## src/hdl/fslls_pkg.sv

```systemverilog
// ----------------------------------------------------------------------------
// fslls_pkg
// Shared constants and types of the flow sequence/loss/latency statistics block.
// ----------------------------------------------------------------------------
package fslls_pkg;

  localparam int unsigned NODE_COUNT_DEF = 16;

  localparam logic [15:0] FLAG_DATA       = 16'hFFFF;
  localparam logic [15:0] FLAG_BACKGROUND = 16'hBBBB;

  typedef enum logic [1:0] {
    ST_FOREIGN  = 2'd0,
    ST_IN_ORDER = 2'd1,
    ST_GAP      = 2'd2,
    ST_LATE     = 2'd3
  } status_e;

  // controller -> datapath
  typedef struct packed {
    logic clear;   // write zeros at the sweep address
    logic load;    // capture the incoming request
    logic read;    // read both memories
    logic calc1;
    logic calc2;
    logic calc3;
    logic commit;  // write back and load result register
  } ctrl_cmd_t;

  // datapath -> controller
  typedef struct packed {
    logic clear_last;
  } ctrl_sts_t;

endpackage

```

## src/hdl/fslls_ctrl.sv

```systemverilog
// ----------------------------------------------------------------------------
// fslls_ctrl
// Sequencer: clearing sweep, request capture, read-modify-write steps, output
// handshake.
// ----------------------------------------------------------------------------
module fslls_ctrl (
  input  logic                  clk_i,
  input  logic                  rst_ni,
  input  logic                  in_valid_i,
  output logic                  in_ready_o,
  output logic                  out_valid_o,
  input  logic                  out_ready_i,
  input  fslls_pkg::ctrl_sts_t  sts_i,
  output fslls_pkg::ctrl_cmd_t  cmd_o
);

  typedef enum logic [6:0] {
    S_CLEAR = 7'b0000001,
    S_IDLE  = 7'b0000010,
    S_READ  = 7'b0000100,
    S_CALC1 = 7'b0001000,
    S_CALC2 = 7'b0010000,
    S_CALC3 = 7'b0100000,
    S_DONE  = 7'b1000000
  } state_e;

  state_e state_q, state_d;
  logic   out_valid_q, out_valid_d;
  logic   out_free;

  assign out_free = !out_valid_q || out_ready_i;

  always_comb begin
    state_d = state_q;
    cmd_o   = '0;
    in_ready_o = 1'b0;
    unique case (state_q)
      S_CLEAR: begin
        cmd_o.clear = 1'b1;
        if (sts_i.clear_last) begin
          state_d = S_IDLE;
        end
      end
      S_IDLE: begin
        in_ready_o = 1'b1;
        if (in_valid_i) begin
          cmd_o.load = 1'b1;
          state_d    = S_READ;
        end
      end
      S_READ: begin
        cmd_o.read = 1'b1;
        state_d    = S_CALC1;
      end
      S_CALC1: begin
        cmd_o.calc1 = 1'b1;
        state_d     = S_CALC2;
      end
      S_CALC2: begin
        cmd_o.calc2 = 1'b1;
        state_d     = S_CALC3;
      end
      S_CALC3: begin
        cmd_o.calc3 = 1'b1;
        state_d     = S_DONE;
      end
      S_DONE: begin
        // write-back waits until the result register is free
        if (out_free) begin
          cmd_o.commit = 1'b1;
          state_d      = S_IDLE;
        end
      end
      default: begin
        state_d = S_CLEAR;
      end
    endcase
  end

  always_comb begin
    out_valid_d = out_valid_q;
    if (cmd_o.commit) begin
      out_valid_d = 1'b1;
    end else if (out_ready_i) begin
      out_valid_d = 1'b0;
    end
  end

  always_ff @(posedge clk_i or negedge rst_ni) begin
    if (!rst_ni) begin
      state_q     <= S_CLEAR;
      out_valid_q <= 1'b0;
    end else begin
      state_q     <= state_d;
      out_valid_q <= out_valid_d;
    end
  end

  assign out_valid_o = out_valid_q;

endmodule

```

## config.mk

```make
export PLATFORM = sky130hd
export DESIGN_NAME = fslls_ctrl
export DESIGN_NICKNAME = d
export VERILOG_FILES = /design/src/hdl/fslls_pkg.sv /design/src/hdl/fslls_ctrl.sv
export SDC_FILE = /design/constraint.sdc
export NUM_CORES = 1
export LEC_CHECK = 0
export ABC_AREA = 1
export BUFFER_PORTS_ARGS = -buffer_cell sky130_fd_sc_hd__buf_4
export CORE_MARGIN = 2
export CORE_UTILIZATION = 40
export CTS_CLUSTER_DIAMETER = 50
export CTS_CLUSTER_SIZE = 12
export DETAILED_ROUTE_END_ITERATION = 8
export GPL_TIMING_DRIVEN = 0
export PLACE_DENSITY = 0.75
export SYNTH_ARGS = -nofsm -noshare
export SYNTH_HDL_FRONTEND = slang
export SYNTH_SLANG_ARGS = --single-unit
```

## constraint.sdc

```tcl
create_clock -name clk_i -period 3.35 [get_ports clk_i]
set_input_delay 0.67 -clock clk_i [delete_from_list [all_inputs] [get_ports clk_i]]
set_output_delay 0.67 -clock clk_i [all_outputs]
set_load 0.01 [all_outputs]
```

# ---- Word level (Yosys, flattened, before mapping)
# Cells that the tools add are included.
dict set report word_totals {
  ff_bits 8
  input_bits 5
  output_inout_bits 9
  wordCells 32
}
dict set report op_classes {
  eq_ne 10
  muxes 16
  n_reduce_logical 4
}
# operator count
set ops {}
lappend ops {{one-hot mux 7 bit (7 select lines)} 1}
lappend ops {{2-to-1 mux 7 bit} 3}
lappend ops {{2-to-1 mux 1 bit} 12}
lappend ops {{== test 7 x 1 -> 1 bit, second input constant} 1}
lappend ops {{== test 7 x 2 -> 1 bit, second input constant} 1}
lappend ops {{== test 7 x 3 -> 1 bit, second input constant} 1}
lappend ops {{== test 7 x 4 -> 1 bit, second input constant} 1}
lappend ops {{== test 7 x 5 -> 1 bit, second input constant} 1}
lappend ops {{== test 7 x 6 -> 1 bit, second input constant} 1}
lappend ops {{== test 7 bit, second input constant} 1}
lappend ops {{inequality test 2 bit, second input constant} 3}
lappend ops {{AND reduction 3 bit} 1}
lappend ops {{nonzero test 2 bit} 1}
lappend ops {{logical NOT 1 bit} 1}
lappend ops {{logical OR 1 bit} 1}

# ---- Depth between registers and ports, before layout
# Gate-level depths: netlist (run 1).
dict set report logic_depth {
  depth_word 5
  depth_mapped 8
  mapped_depth_nobuf 8
}

# ---- Worst setup path before layout (run 1)
# Ideal clock, no wire load.
dict set report synth_timing {
  kind {input to output}
  startpoint {in in_valid_i}
  endpoint {out cmd_o[5] (netlist name)}
  arrival_ns 1.020
  required_time_ns 2.680
  setup_slack_ns 1.660
  cell_stages 2
  n_path_buf 0
  path_cell_list {inv_1 -> nor3_1}
}
# item line
set synth_lines {}
lappend synth_lines {{start: declaration} fslls_ctrl.sv:9} ;# input logic in_valid_i,
lappend synth_lines {{end: declaration} fslls_ctrl.sv:14} ;# output fslls_pkg::ctrl_cmd_t cmd_o

==> results of run 1 <==
[cell usage in the layout (no fill, tap or decap)]
cell type                  count
sky130_fd_sc_hd__a21oi_1       1
sky130_fd_sc_hd__buf_4        15
sky130_fd_sc_hd__clkbuf_1      1
sky130_fd_sc_hd__clkbuf_4      3
sky130_fd_sc_hd__dfrtp_1       7
sky130_fd_sc_hd__dfstp_2       1
sky130_fd_sc_hd__inv_1        10
sky130_fd_sc_hd__inv_2         8
sky130_fd_sc_hd__nand2_1      12
sky130_fd_sc_hd__nand2_2       8
sky130_fd_sc_hd__nand2_4       2
sky130_fd_sc_hd__nand3_1       1
sky130_fd_sc_hd__nand3_2       1
sky130_fd_sc_hd__nor2_1       11
sky130_fd_sc_hd__nor2_2        2
sky130_fd_sc_hd__nor2_4        1
sky130_fd_sc_hd__nor2_8        1
sky130_fd_sc_hd__nor3_1        3
sky130_fd_sc_hd__o21ai_1       1
[registers in the layout, indices dropped and copies added (netlist names)]
signal / flops
state_q: 7
out_valid_o: 1
[path summary, 6_finish.rpt]
kind                             start     endpoint  cells past startpoint
max                         state_q[4]     cmd_o[0]                      7
min                             rst_ni   state_q[4]                      1
max reg2reg                 state_q[0]   state_q[1]                      7
min reg2reg                out_valid_o  out_valid_o                      2
max in group asynchronous       rst_ni   state_q[0]                      1
min in group clk_i         out_valid_o  out_valid_o                      2
[kinds of logic after synthesis]
group / Yosys count / share of synthesized area
AND/OR/NAND/NOR: 42 / 0.442
AO/OA/AOI/OAI: 2 / 0.0190
flip-flops: 8 / 0.382
buffers and inverters: 20 / 0.157
[worst max-delay path, stage by stage (launching register included)]
cell	delay [ns]
sky130_fd_sc_hd__dfrtp_1	0.42
sky130_fd_sc_hd__inv_2	0.09
sky130_fd_sc_hd__nand2_1	0.06
sky130_fd_sc_hd__nor2_2	0.16
sky130_fd_sc_hd__nand2_4	0.07
sky130_fd_sc_hd__nor2_1	0.09
sky130_fd_sc_hd__buf_4	0.10
sky130_fd_sc_hd__buf_4	0.10
[layer usage]
layer	vias up	track usage	share of wire
met3	3	0.0333	0.052
met1	200	0.179	0.39
met5	-	0	0
li1	240	-	-
met2	16	0.262	0.52
met4	0	0.100	0.030
[power groups by stage]
stage / Sequential, mW / Clock (mW) / Combinational [mW]
after CTS: 0.127 / 0.0869 / 0.187
after floorplan: 0.127 / 0 / 0.139
after global placement: 0.128 / 0 / 0.181
after detailed placement: 0.129 / 0 / 0.187
final: 0.127 / 0.0844 / 0.185
after global routing: 0.130 / 0.0908 / 0.210
[area by class of cell]
type / count / area (sq um)
multi-input combinational: 44 / 243
buffer: 2 / 15.0
sequential: 8 / 201
clock buffer: 4 / 26.3
inverter: 18 / 67.6
timing repair buffer: 13 / 97.6
fill: 124 / 599
tap: 15 / 18.8
==> insert_results.sql, run 1 <==
INSERT INTO impl_metrics (metric_group, metric, value, unit) VALUES
('setup_path', 'crit_path_end_kind', 'primary output', ''),
('sta', 'grt_setup_unrepaired', 'false', ''),
('logic_synthesis', 'synth_commonest_cells', 'sky130_fd_sc_hd__nand2_1, sky130_fd_sc_hd__nor2_1, sky130_fd_sc_hd__inv_1', ''),
('logic_synthesis', 'synth.net_count', '77', ''),
('route', 'drt.antenna.violating_nets', '0', ''),
('route', 'drc', '0', ''),
('cts', 'post-cts-setup-buffers', '0', ''),
('cts', 'worstSkewPairLatency', '0.27', 'ns'),
('power', 'sequentialPowerShare', '0.320', ''),
('cts', 'tritoncts', 'yes', ''),
('floorplanning', 'die_w', '40.3', 'microns'),
('grt', 'overflow', '0', ''),
('floorplanning', 'start_util', '0.415', ''),
('cells_and_area', 'design.final.nets', '95', ''),
('power', 'p_comb_frac', '0.466', ''),
('power', 'design_power_total', '396', 'uW'),
('sta', 'final.setup_skew', '0.00691', 'ns'),
('cts', 'cts-buffers-inserted', '3', ''),
('cts', 'ctsResizeCount', '0', ''),
('logic_synthesis', 'synth.yosys.warnings', '0', ''),
('grt', 'grt_pass1_wl', '1.59', 'mm'),
('sta', 'slew_headroom', '0.841', ''),
('cells_and_area', 'syn_to_final_growth', '27.1', '%'),
('setup_path', 'cp_data_required_time', '2.68', 'ns'),
('logic_synthesis', 'post_synth.cell_area_avg', '7.32', 'sq um'),
('sta', 'period_needed', '2.02', 'ns'),
('logic_synthesis', 'synth.cell_area', '527', 'sq um'),
('power', 'intPower', '236', 'uW'),
('logic_synthesis', 'synth-main-ff-cell', 'sky130_fd_sc_hd__dfrtp_1', ''),
('place', 'pre_cts_ws', '1.45', 'ns'),
('logic_synthesis', 'ys_types', '17', ''),
('logic_synthesis', 'synthMostInstantiatedCell', 'sky130_fd_sc_hd__nand2_1', ''),
('route', 'detail_route.wl_per_cell', '9.36', 'microns'),
('cts', 'clock_sinks', '8', ''),
('power', 'vdd_ir_drop_max', '0.215', 'mV'),
('place', 'placed_area', '643', 'sq um'),
('cells_and_area', 'n_antenna_cell', '0', ''),
('floorplanning', 'row_count', '13', ''),
('cells_and_area', 'final_core_utilization', '0.528', ''),
('sta', 'setup_viol_count_final', '0', ''),
('floorplanning', 'fp.dieArea', '1620', 'sq um'),
('cells_and_area', 'finalInstanceArea', '669', 'sq um'),
('cells_and_area', 'fraction_of_final_layout_cells_with_drive_strength_greater_than_1', '0.472', ''),
('sta', 'finalHoldViolCount', '0', ''),
('job', 'drv_cap', '0', ''),
('grt', 'grt_pass1_vias', '411', ''),
('logic_synthesis', 'synth_sequential_area_ratio', '0.382', ''),
('cts', 'h-tree-depth', '1', ''),
('floorplanning', 'io_pins', '14', ''),
('sta', 'fin_crit_sh', '0.604', ''),
('sta', 'worst-slew-pin-transition', '0.236', 'ns'),
('power', 'power.share.clock', '0.213', ''),
('cts', 'clkTransAtPathRegs', '0.06', 'ns'),
('setup_path', 'crit_path_start_kind', 'flip-flop', ''),
('logic_synthesis', 'post_synth_main_area_contributors', 'sky130_fd_sc_hd__dfrtp_1, sky130_fd_sc_hd__nand2_2, sky130_fd_sc_hd__nand2_1', ''),
('cts', 'hold_buffers', '0', ''),
('grt', 'antenna_found_initial', '0', ''),
('setup_path', 'critPathKind', 'reg -> out', ''),
('place', 'detailedPlacementHpwl', '781', 'microns'),
('route', 'viasPerCell', '4.41', ''),
('sta', 'setup_tns', '0', 'ns'),
('status', 'outcome', 'finished clean', ''),
('floorplanning', 'core_area', '1270', 'sq um'),
('logic_synthesis', 'area_fraction_of_the_dominant_cell_type_after_synthesis', '0.333', ''),
('grt', 'grt.total_usage', '0.156', ''),
('sta', 'layout_setup_ws', '1.33', 'ns'),
('sta', 'hold-worst-slack', '0.207', 'ns'),
('grt', 'largest_net_degree_at_the_start_of_global_routing', '9', ''),
('setup_path', 'timing.critical_path.fanout_max', '3', ''),
('place', 'buffer_ports.inserted', '13', ''),
('logic_synthesis', 'synth_largest_area_cell', 'sky130_fd_sc_hd__dfrtp_1', '');
Note: power is estimated with default switching activity, not from simulation.
==> run 2, diff against run 1 <==
==> config.mk (replaced) <==
export PLATFORM = sky130hd
export DESIGN_NAME = fslls_ctrl
export DESIGN_NICKNAME = d
export VERILOG_FILES = /design/src/hdl/fslls_pkg.sv /design/src/hdl/fslls_ctrl.sv
export SDC_FILE = /design/constraint.sdc
export NUM_CORES = 1
export LEC_CHECK = 0
export ABC_AREA = 0
export BUFFER_PORTS_ARGS = -buffer_cell sky130_fd_sc_hd__buf_4
export CORE_AREA = 2 2 39 41
export CTS_CLUSTER_DIAMETER = 50
export CTS_CLUSTER_SIZE = 12
export DETAILED_ROUTE_END_ITERATION = 8
export DIE_AREA = 0 0 41 43
export GPL_TIMING_DRIVEN = 0
export PLACE_DENSITY = 0.74
export SYNTH_ARGS = -nofsm -noshare
export SYNTH_HDL_FRONTEND = slang
export SYNTH_SLANG_ARGS = --single-unit
==> constraint.sdc (replaced) <==
create_clock -name clk_i -period 1.75 [get_ports clk_i]
set_input_delay 0.35 -clock clk_i [delete_from_list [all_inputs] [get_ports clk_i]]
set_output_delay 0.35 -clock clk_i [all_outputs]
set_load 0.01 [all_outputs]
==> run 2 against run 1 <==
  * The flow now finishes with violations (setup timing)
  * Core utilization increased by 4.5 points
  * Global-route usage increased by 0.52 points
  * Hold slack improved by 0.11 ns
  * Combinational power rose to 2.6 times the previous value
  * Register-to-register slack lost 2.0 ns
  * Non-clock buffer count up 13
  * Sequential cell count is the same
  * Area after synthesis shrank 6.2%
==> insert_results.sql, run 2 <==
INSERT INTO impl_metrics (metric_group, metric, value, unit) VALUES
('cells_and_area', 'layout.filler_cells', '126', ''),
('route', 'dr.max_layer_used', 'met4', ''),
('cells_and_area', 'largest_register_ff_count', '7', ''),
('setup_path', 'worst_path_dominant_cell_family', 'simple AND/OR/NAND/NOR gates', ''),
('cells_and_area', 'finalInstanceArea', '792', 'sq um'),
('logic_synthesis', 'synth_largest_area_cell', 'sky130_fd_sc_hd__dfrtp_1', ''),
('power', 'power.leakage', '0.357', 'nW'),
('power', 'design_power_total', '902', 'uW'),
('logic_synthesis', 'synth.cell_area', '494', 'sq um'),
('cells_and_area', 'final_core_utilization', '0.572', ''),
('cts', 'clkTransAtPathRegs', '0.06', 'ns'),
('route', 'met2WireLength', '656', 'microns'),
('setup_path', 'worstPathBufferInverterCount', '2', ''),
('place', 'detailedPlacementHpwl', '751', 'microns'),
('route', 'detailedRoute.firstIterationViolations', '15', ''),
('job', 'drv_cap', '0', ''),
('sta', 'setup_tns', '-0.518', 'ns'),
('logic_synthesis', 'synth_cells', '49', ''),
('place', 'buffer_ports.inserted', '13', ''),
('route', 'first_pass_iters', '4', ''),
('cells_and_area', 'mostFrequentLayoutCell', 'sky130_fd_sc_hd__buf_4', ''),
('cts', 'clock_sinks', '8', ''),
('sta', 'report.final.slew_viol_count', '0', ''),
('sta', 'grt_setup_unrepaired', 'true', ''),
('logic_synthesis', 'post_synth.cell_area_avg', '10.1', 'sq um'),
('floorplanning', 'io_pins', '14', ''),
('cts', 'worstSkewPairLatency', '0.27', 'ns'),
('setup_path', 'cpPeakStageDelay', '0.42', 'ns'),
('power', 'pwr_dens', '1140', 'nW/um^2'),
('logic_synthesis', 'synth_compound_gate_area_share', '0.122', ''),
('logic_synthesis', 'synth-seq-cells', '8', ''),
('sta', 'fin_crit_sh', '1.08', ''),
('route', 'route.layer.met1.wl', '522', 'microns'),
('route', 'wl_met3', '91', 'microns'),
('floorplanning', 'fp.dieArea', '1760', 'sq um'),
('power', 'vdd_ir_drop_max', '0.674', 'mV'),
('logic_synthesis', 'post_synth_main_area_contributors', 'sky130_fd_sc_hd__dfrtp_1, sky130_fd_sc_hd__dfstp_2, sky130_fd_sc_hd__nor4b_4', ''),
('sta', 'fmax', '0.528', 'GHz'),
('floorplanning', 'dieHeight', '43', 'microns'),
('cells_and_area', 'layout_common_cells', 'sky130_fd_sc_hd__buf_4, sky130_fd_sc_hd__dfrtp_1', ''),
('grt', 'antenna_found_initial', '0', ''),
('cells_and_area', 'flip_flop_and_latch_area', '204', 'sq um'),
('setup_path', 'timing.critical_path.fanout_max', '2', ''),
('floorplanning', 'core_area', '1380', 'sq um'),
('cts', 'clk_root_buffer_cell', 'sky130_fd_sc_hd__clkbuf_4', ''),
('setup_path', 'crit_path_end_kind', 'primary output', ''),
('place', 'placed_area', '612', 'sq um'),
('sta', 'slew_headroom', '0.738', ''),
('logic_synthesis', 'synth.area.mux_share', '0', ''),
('logic_synthesis', 'dominant_combinational_cell_family_by_area_after_synthesis', 'simple AND/OR/NAND/NOR gates', ''),
('logic_synthesis', 'ys_types', '28', ''),
('setup_path', 'critical_path.slowest_cell', 'sky130_fd_sc_hd__dfrtp_2', ''),
('route', 'routed_wirelength', '1.30', 'mm'),
('grt', 'grt_pass1_vias', '436', ''),
('grt', 'largest_net_degree_at_the_start_of_global_routing', '9', ''),
('grt', 'overflow', '0', ''),
('cts', 'h-tree-depth', '1', ''),
('setup_path', 'critPathKind', 'reg -> out', ''),
('floorplanning', 'start_util', '0.357', ''),
('setup_path', 'timing.critical_path.cells', 'nor4_4 -> nand2b_1 -> buf_4 -> nor2_2 -> buf_4', ''),
('logic_synthesis', 'synth_sequential_area_ratio', '0.408', ''),
('setup_path', 'critPathArrivalTime', '1.54', 'ns'),
('place', 'gp_routability_congestion', '0.752', ''),
('worst_hold_path', 'min-delay-path-class', 'in -> reg', ''),
('cells_and_area', 'syn_to_final_growth', '60.3', '%'),
('logic_synthesis', 'synth.yosys.warnings', '0', ''),
('logic_synthesis', 'ys_async_sr_fraction', '1.00', ''),
('logic_synthesis', 'synthMostInstantiatedCell', 'sky130_fd_sc_hd__dfrtp_1', ''),
('grt', 'grt.total_usage', '0.162', ''),
('setup_path', 'cp_data_required_time', '1.40', 'ns'),
('cells_and_area', 'n_antenna_cell', '0', ''),
('logic_synthesis', 'synth_enable_flop_cells', '0', ''),
('logic_synthesis', 'area_fraction_of_the_dominant_cell_type_after_synthesis', '0.354', ''),
('floorplanning', 'row_count', '14', ''),
('route', 'detail_route.wl_per_cell', '13.6', 'microns'),
('sta', 'layout_setup_ws', '-0.144', 'ns'),
('cells_and_area', 'design.final.nets', '85', ''),
('cells_and_area', 'fraction_of_final_layout_cells_with_drive_strength_greater_than_1', '0.570', ''),
('status', 'outcome', 'complete, but fails checks', ''),
('logic_synthesis', 'synth-main-ff-cell', 'sky130_fd_sc_hd__dfrtp_1', ''),
('route', 'route.vias.total', '503', ''),
('floorplanning', 'die_w', '41', 'microns'),
('cts', 'cts-buffers-inserted', '3', ''),
('logic_synthesis', 'synth.net_count', '54', ''),
('setup_path', 'crit_path_start_kind', 'flip-flop', ''),
('logic_synthesis', 'post_synth_and_or_nand_nor_area_fraction', '0.418', ''),
('sta', 'period_needed', '1.89', 'ns'),
('route', 'drt.antenna.violating_nets', '0', ''),
('cts', 'tritoncts', 'yes', ''),
('status', 'violations', 'setup timing', ''),
('cells_and_area', 'finalNonFillerCells', '95', ''),
('cells_and_area', 'multiInputGateArea', '314', 'sq um'),
('logic_synthesis', 'yosys.area_share.adder', '0', ''),
('route', 'drc', '0', ''),
('cts', 'ctsLongestPathBuffers', '2', ''),
('sta', 'finalHoldViolCount', '0', ''),
('cells_and_area', 'largest_register', 'state_q', ''),
('sta', 'worst-slew-pin-transition', '0.383', 'ns'),
('setup_path', 'crit_path_most_repeated_cell', 'sky130_fd_sc_hd__buf_4', ''),
('sta', 'setup_viol_count_final', '6', ''),
('logic_synthesis', 'synth-xor-area-share', '0', ''),
('sta', 'final.setup_skew', '0.00989', 'ns'),
('route', 'viasPerCell', '5.29', ''),
('grt', 'grt_pass1_wl', '1.83', 'mm'),
('place', 'dpl.cell_count', '78', '');
-- run 2: changes by cell type after synthesis, moves of 3 or more --
cell,delta
sky130_fd_sc_hd__inv_1,-7
sky130_fd_sc_hd__inv_2,-8
sky130_fd_sc_hd__nand2_1,-12
sky130_fd_sc_hd__nand2_2,-8
sky130_fd_sc_hd__nand2b_1,+3
sky130_fd_sc_hd__nor2_1,-9
sky130_fd_sc_hd__nor2b_1,+3
-- run 2: final cells by class --
cell class / instances / share of cell area
Timing Repair Buffer: 26 / 0.254
Inverter: 3 / 0.0142
Clock buffer: 4 / 0.0332
Sequential cell: 8 / 0.258
Tap cell: 16 / 0.0253
Buffer: 2 / 0.0190
Multi-Input combinational cell: 36 / 0.397
-- run 2: worst paths after layout --
kind / startpoint / end / slack (ns) / cells past startpoint
max in group asynchronous: rst_ni / state_q[0] / 1.10 / 2
worst min register to register: state_q[5] / state_q[1] / 0.64 / 2
worst min-delay path: in_valid_i / state_q[1] / 0.32 / 2
min in group asynchronous: rst_ni / state_q[4] / 0.43 / 2
worst max-delay path: state_q[2] / cmd_o[1] / -0.14 / 5
worst max register to register: state_q[5] / state_q[0] / 0.19 / 4
-- run 2: repair_timing --
action | in CTS | in global routing
resized for setup | 8 | 6
pin swaps | 8 | 2
setup buffers | 11 | 1
hold buffers | 1 | 0
hold endpoints to repair | 7 | 0
endpoints found under the setup margin | 6 | 8
-- run 2: through the flow --
stage / hold WS [ns] / worst slack (ns)
floorplan: 0.0544 / 0.159
global placement: 0.176 / -0.0281
detailed placement: 0.175 / -0.0457
CTS: 0.310 / -0.0950
global route: 0.332 / -0.195
finish: 0.319 / -0.144
-- run 2: cell families after synthesis --
family / after synthesis
and+or+nand+nor: 27
AOI/OAI and AO/OA: 9
DFF: 8
buffers and inverters: 5
-- run 2: power breakdown --
group | internal [mW] | leakage [nW] | total [mW] | switching [mW]
registers | 0.220 | 0.104 | 0.260 | 0.0398
logic | 0.259 | 0.238 | 0.481 | 0.221
clock network | 0.0879 | 0.0150 | 0.162 | 0.0738
total | 0.568 | 0.357 | 0.902 | 0.335
-- run 2: metal layers --
metal | up-vias | global-route usage
met1 | 231 | 0.214
met3 | 3 | 0.0314
met4 | 0 | 0.120
met5 | - | 0
met2 | 28 | 0.222
li1 | 241 | -
==> run 3, diff against run 2 <==
--- a/config.mk
+++ b/config.mk
@@ -7,13 +7,13 @@
 export LEC_CHECK = 0
 export ABC_AREA = 0
 export BUFFER_PORTS_ARGS = -buffer_cell sky130_fd_sc_hd__buf_4
-export CORE_AREA = 2 2 39 41
+export CORE_MARGIN = 2
+export CORE_UTILIZATION = 35
 export CTS_CLUSTER_DIAMETER = 50
 export CTS_CLUSTER_SIZE = 12
 export DETAILED_ROUTE_END_ITERATION = 8
-export DIE_AREA = 0 0 41 43
 export GPL_TIMING_DRIVEN = 0
-export PLACE_DENSITY = 0.74
+export PLACE_DENSITY = 0.72
 export SYNTH_ARGS = -nofsm -noshare
 export SYNTH_HDL_FRONTEND = slang
 export SYNTH_SLANG_ARGS = --single-unit
==> run 3 against run 2 <==
  * The run still ends with setup timing left
  * Hold slack is essentially flat
  * Routed wire length grew 18%
  * Global-route usage grew 0.14 points
  * Combinational power grew 25%
  * Register-to-register slack lost 0.08 ns
  * Cell area grew 8.7%
  * Sequential power is essentially flat
  * Clock power grew 2%
  * Cell count grew 5.3%
==> insert_results.sql, run 3 (synthesized netlist as in run 2, its figures left out) <==
INSERT INTO impl_metrics (metric_group, metric, value, unit) VALUES
('status', 'outcome', 'complete, but fails checks', ''),
('status', 'violations', 'setup timing', ''),
('setup_path', 'crit_path_end_kind', 'primary output', ''),
('sta', 'worst-slew-pin-transition', '0.509', 'ns'),
('worst_hold_path', 'timing.hold.worst.start', 'in_valid_i', ''),
('floorplanning', 'die_w', '41.6', 'microns'),
('cts', 'cts-buffers-inserted', '3', ''),
('route', 'detailedRoute.firstIterationViolations', '4', ''),
('grt', 'overflow', '0', ''),
('route', 'first_pass_iters', '4', ''),
('route', 'routed_wirelength', '1.53', 'mm'),
('cts', 'ctsLongestPathBuffers', '2', ''),
('power', 'power.leakage', '0.383', 'nW'),
('sta', 'setup_viol_count_final', '7', ''),
('cts', 'worstSkewPairLatency', '0.26', 'ns'),
('grt', 'antenna_found_initial', '0', ''),
('cells_and_area', 'syn_to_final_growth', '74.2', '%'),
('place', 'buffer_ports.inserted', '13', ''),
('setup_path', 'timing.rr.end', 'state_q[0]', ''),
('setup_path', 'crit_path_start_kind', 'flip-flop', ''),
('place', 'gp_routability_congestion', '0.784', ''),
('cts', 'clock_sinks', '8', ''),
('place', 'detailedPlacementHpwl', '815', 'microns'),
('sta', 'finalHoldViolCount', '0', ''),
('power', 'vdd_ir_drop_max', '0.745', 'mV'),
('worst_hold_path', 'min-delay-path-class', 'in -> reg', ''),
('grt', 'largest_net_degree_at_the_start_of_global_routing', '9', ''),
('grt', 'grt_pass1_wl', '2.13', 'mm'),
('cells_and_area', 'fraction_of_final_layout_cells_with_drive_strength_greater_than_1', '0.624', ''),
('setup_path', 'timing.critical_path.fanout_max', '3', ''),
('route', 'route.vias.total', '536', ''),
('cells_and_area', 'layout.filler_cells', '100', ''),
('setup_path', 'reg2reg_from', 'state_q[5]', ''),
('sta', 'grt_setup_unrepaired', 'true', ''),
('cts', 'clkTransAtPathRegs', '0.06', 'ns'),
('power', 'pwr_dens', '1190', 'nW/um^2'),
('cells_and_area', 'design.final.nets', '91', ''),
('cells_and_area', 'finalNonFillerCells', '100', ''),
('floorplanning', 'io_pins', '14', ''),
('cells_and_area', 'layout_common_cells', 'sky130_fd_sc_hd__buf_4, sky130_fd_sc_hd__buf_6, sky130_fd_sc_hd__dfrtp_1', ''),
('grt', 'grt.total_usage', '0.163', ''),
('setup_path', 'ff2ff_setup_slack', '0.11', 'ns'),
('cells_and_area', 'n_antenna_cell', '0', ''),
('route', 'drt.antenna.violating_nets', '0', ''),
('sta', 'hold-worst-slack', '0.319', 'ns'),
('cells_and_area', 'largest_register', 'state_q', ''),
('cells_and_area', 'multiInputGateArea', '315', 'sq um'),
('cts', 'tritoncts', 'yes', ''),
('worst_hold_path', 'min_path_cells', '2', ''),
('setup_path', 'critPathKind', 'reg -> out', ''),
('sta', 'setup_tns', '-0.585', 'ns'),
('cells_and_area', 'largest_register_ff_count', '7', ''),
('job', 'drv_cap', '0', ''),
('cts', 'clk_root_buffer_cell', 'sky130_fd_sc_hd__clkbuf_4', ''),
('sta', 'slew_headroom', '0.652', ''),
('grt', 'grt_pass1_vias', '472', ''),
('floorplanning', 'dieHeight', '41.6', 'microns'),
('floorplanning', 'row_count', '13', ''),
('setup_path', 'worst_r2r_path_depth', '4', ''),
('cells_and_area', 'flip_flop_and_latch_area', '205', 'sq um'),
('sta', 'final.setup_skew', '0.00152', 'ns'),
('sta', 'fmax', '0.527', 'GHz'),
('cells_and_area', 'finalInstanceArea', '861', 'sq um'),
('cells_and_area', 'mostFrequentLayoutCell', 'sky130_fd_sc_hd__buf_4', ''),
('place', 'placed_area', '611', 'sq um'),
('cts', 'h-tree-depth', '1', ''),
('sta', 'fin_crit_sh', '1.08', ''),
('sta', 'layout_setup_ws', '-0.146', 'ns'),
('setup_path', 'critPathArrivalTime', '1.55', 'ns'),
('route', 'viasPerCell', '5.36', ''),
('floorplanning', 'fp.dieArea', '1730', 'sq um'),
('floorplanning', 'core_area', '1320', 'sq um'),
('sta', 'period_needed', '1.90', 'ns'),
('floorplanning', 'start_util', '0.375', ''),
('sta', 'report.final.slew_viol_count', '0', ''),
('setup_path', 'cp_data_required_time', '1.40', 'ns'),
('route', 'detail_route.wl_per_cell', '15.3', 'microns'),
('route', 'drc', '0', ''),
('place', 'dpl.cell_count', '77', ''),
('power', 'design_power_total', '1.03', 'mW'),
('worst_hold_path', 'endpoint_of_the_worst_hold_path', 'state_q[1]', '');
## run 3: cell types whose count changed in the layout (fill, tap and decap cells not counted), sizes merged
| cell | before | now |
|---|---|---|
| buf | 27 | 33 |
## run 3: critical path: stages (launching register included)
cell,delay [ns]
sky130_fd_sc_hd__dfrtp_2,0.44
sky130_fd_sc_hd__nor4_4,0.33
sky130_fd_sc_hd__buf_4,0.17
sky130_fd_sc_hd__and4b_1,0.21
sky130_fd_sc_hd__buf_4,0.13
## run 3: cell type report
class                      instances  area share
buffer                             1     0.00872
clock buffer                       4      0.0305
inverter                           3      0.0131
multi-input combinational         36       0.366
sequential                         8       0.238
tap                               15      0.0218
timing repair buffer              33       0.321
## run 3: timing repair
item,in CTS,in global routing
setup buffers,9,10
pin swaps,6,5
endpoints found under the setup margin,7,8
endpoints found under the hold margin,7,0
hold buffers,1,0
gates resized for setup,7,15
## run 3: per-stage QoR
stage                     setup WS [ns]   util
final                            -0.146  0.653
after global routing             -0.198  0.653
after CTS                        -0.115  0.561
after detailed placement        -0.0420  0.463
after global placement          -0.0187  0.463
after floorplan                   0.159      -
## run 3: routing by layer
layer  routed length [microns]  track usage  up-vias  share of wire
met5                         0            0        -              0
met4                        45       0.0968        0          0.029
met3                        61       0.0261        7          0.040
met2                       789        0.253       19           0.51
met1                       635        0.212      259           0.41
li1                          -            -      251              -
## run 3: worst max-delay path by stage
stage | start | to | slack [ns] | cells after the start
floorplan | state_q[5] | cmd_o[4] | 0.16 | 2
global placement | state_q[2] | cmd_o[0] | -0.02 | 5
detailed placement | state_q[2] | cmd_o[0] | -0.04 | 5
CTS | state_q[3] | cmd_o[6] | -0.12 | 4
global route | state_q[3] | cmd_o[6] | -0.20 | 4
finish | state_q[3] | cmd_o[6] | -0.15 | 4
## run 3: where the power goes
group          total (mW)  internal (mW)  switching, mW
clock               0.166         0.0882         0.0776
sequential          0.263          0.220         0.0436
combinational       0.599          0.345          0.254
total                1.03          0.653          0.376
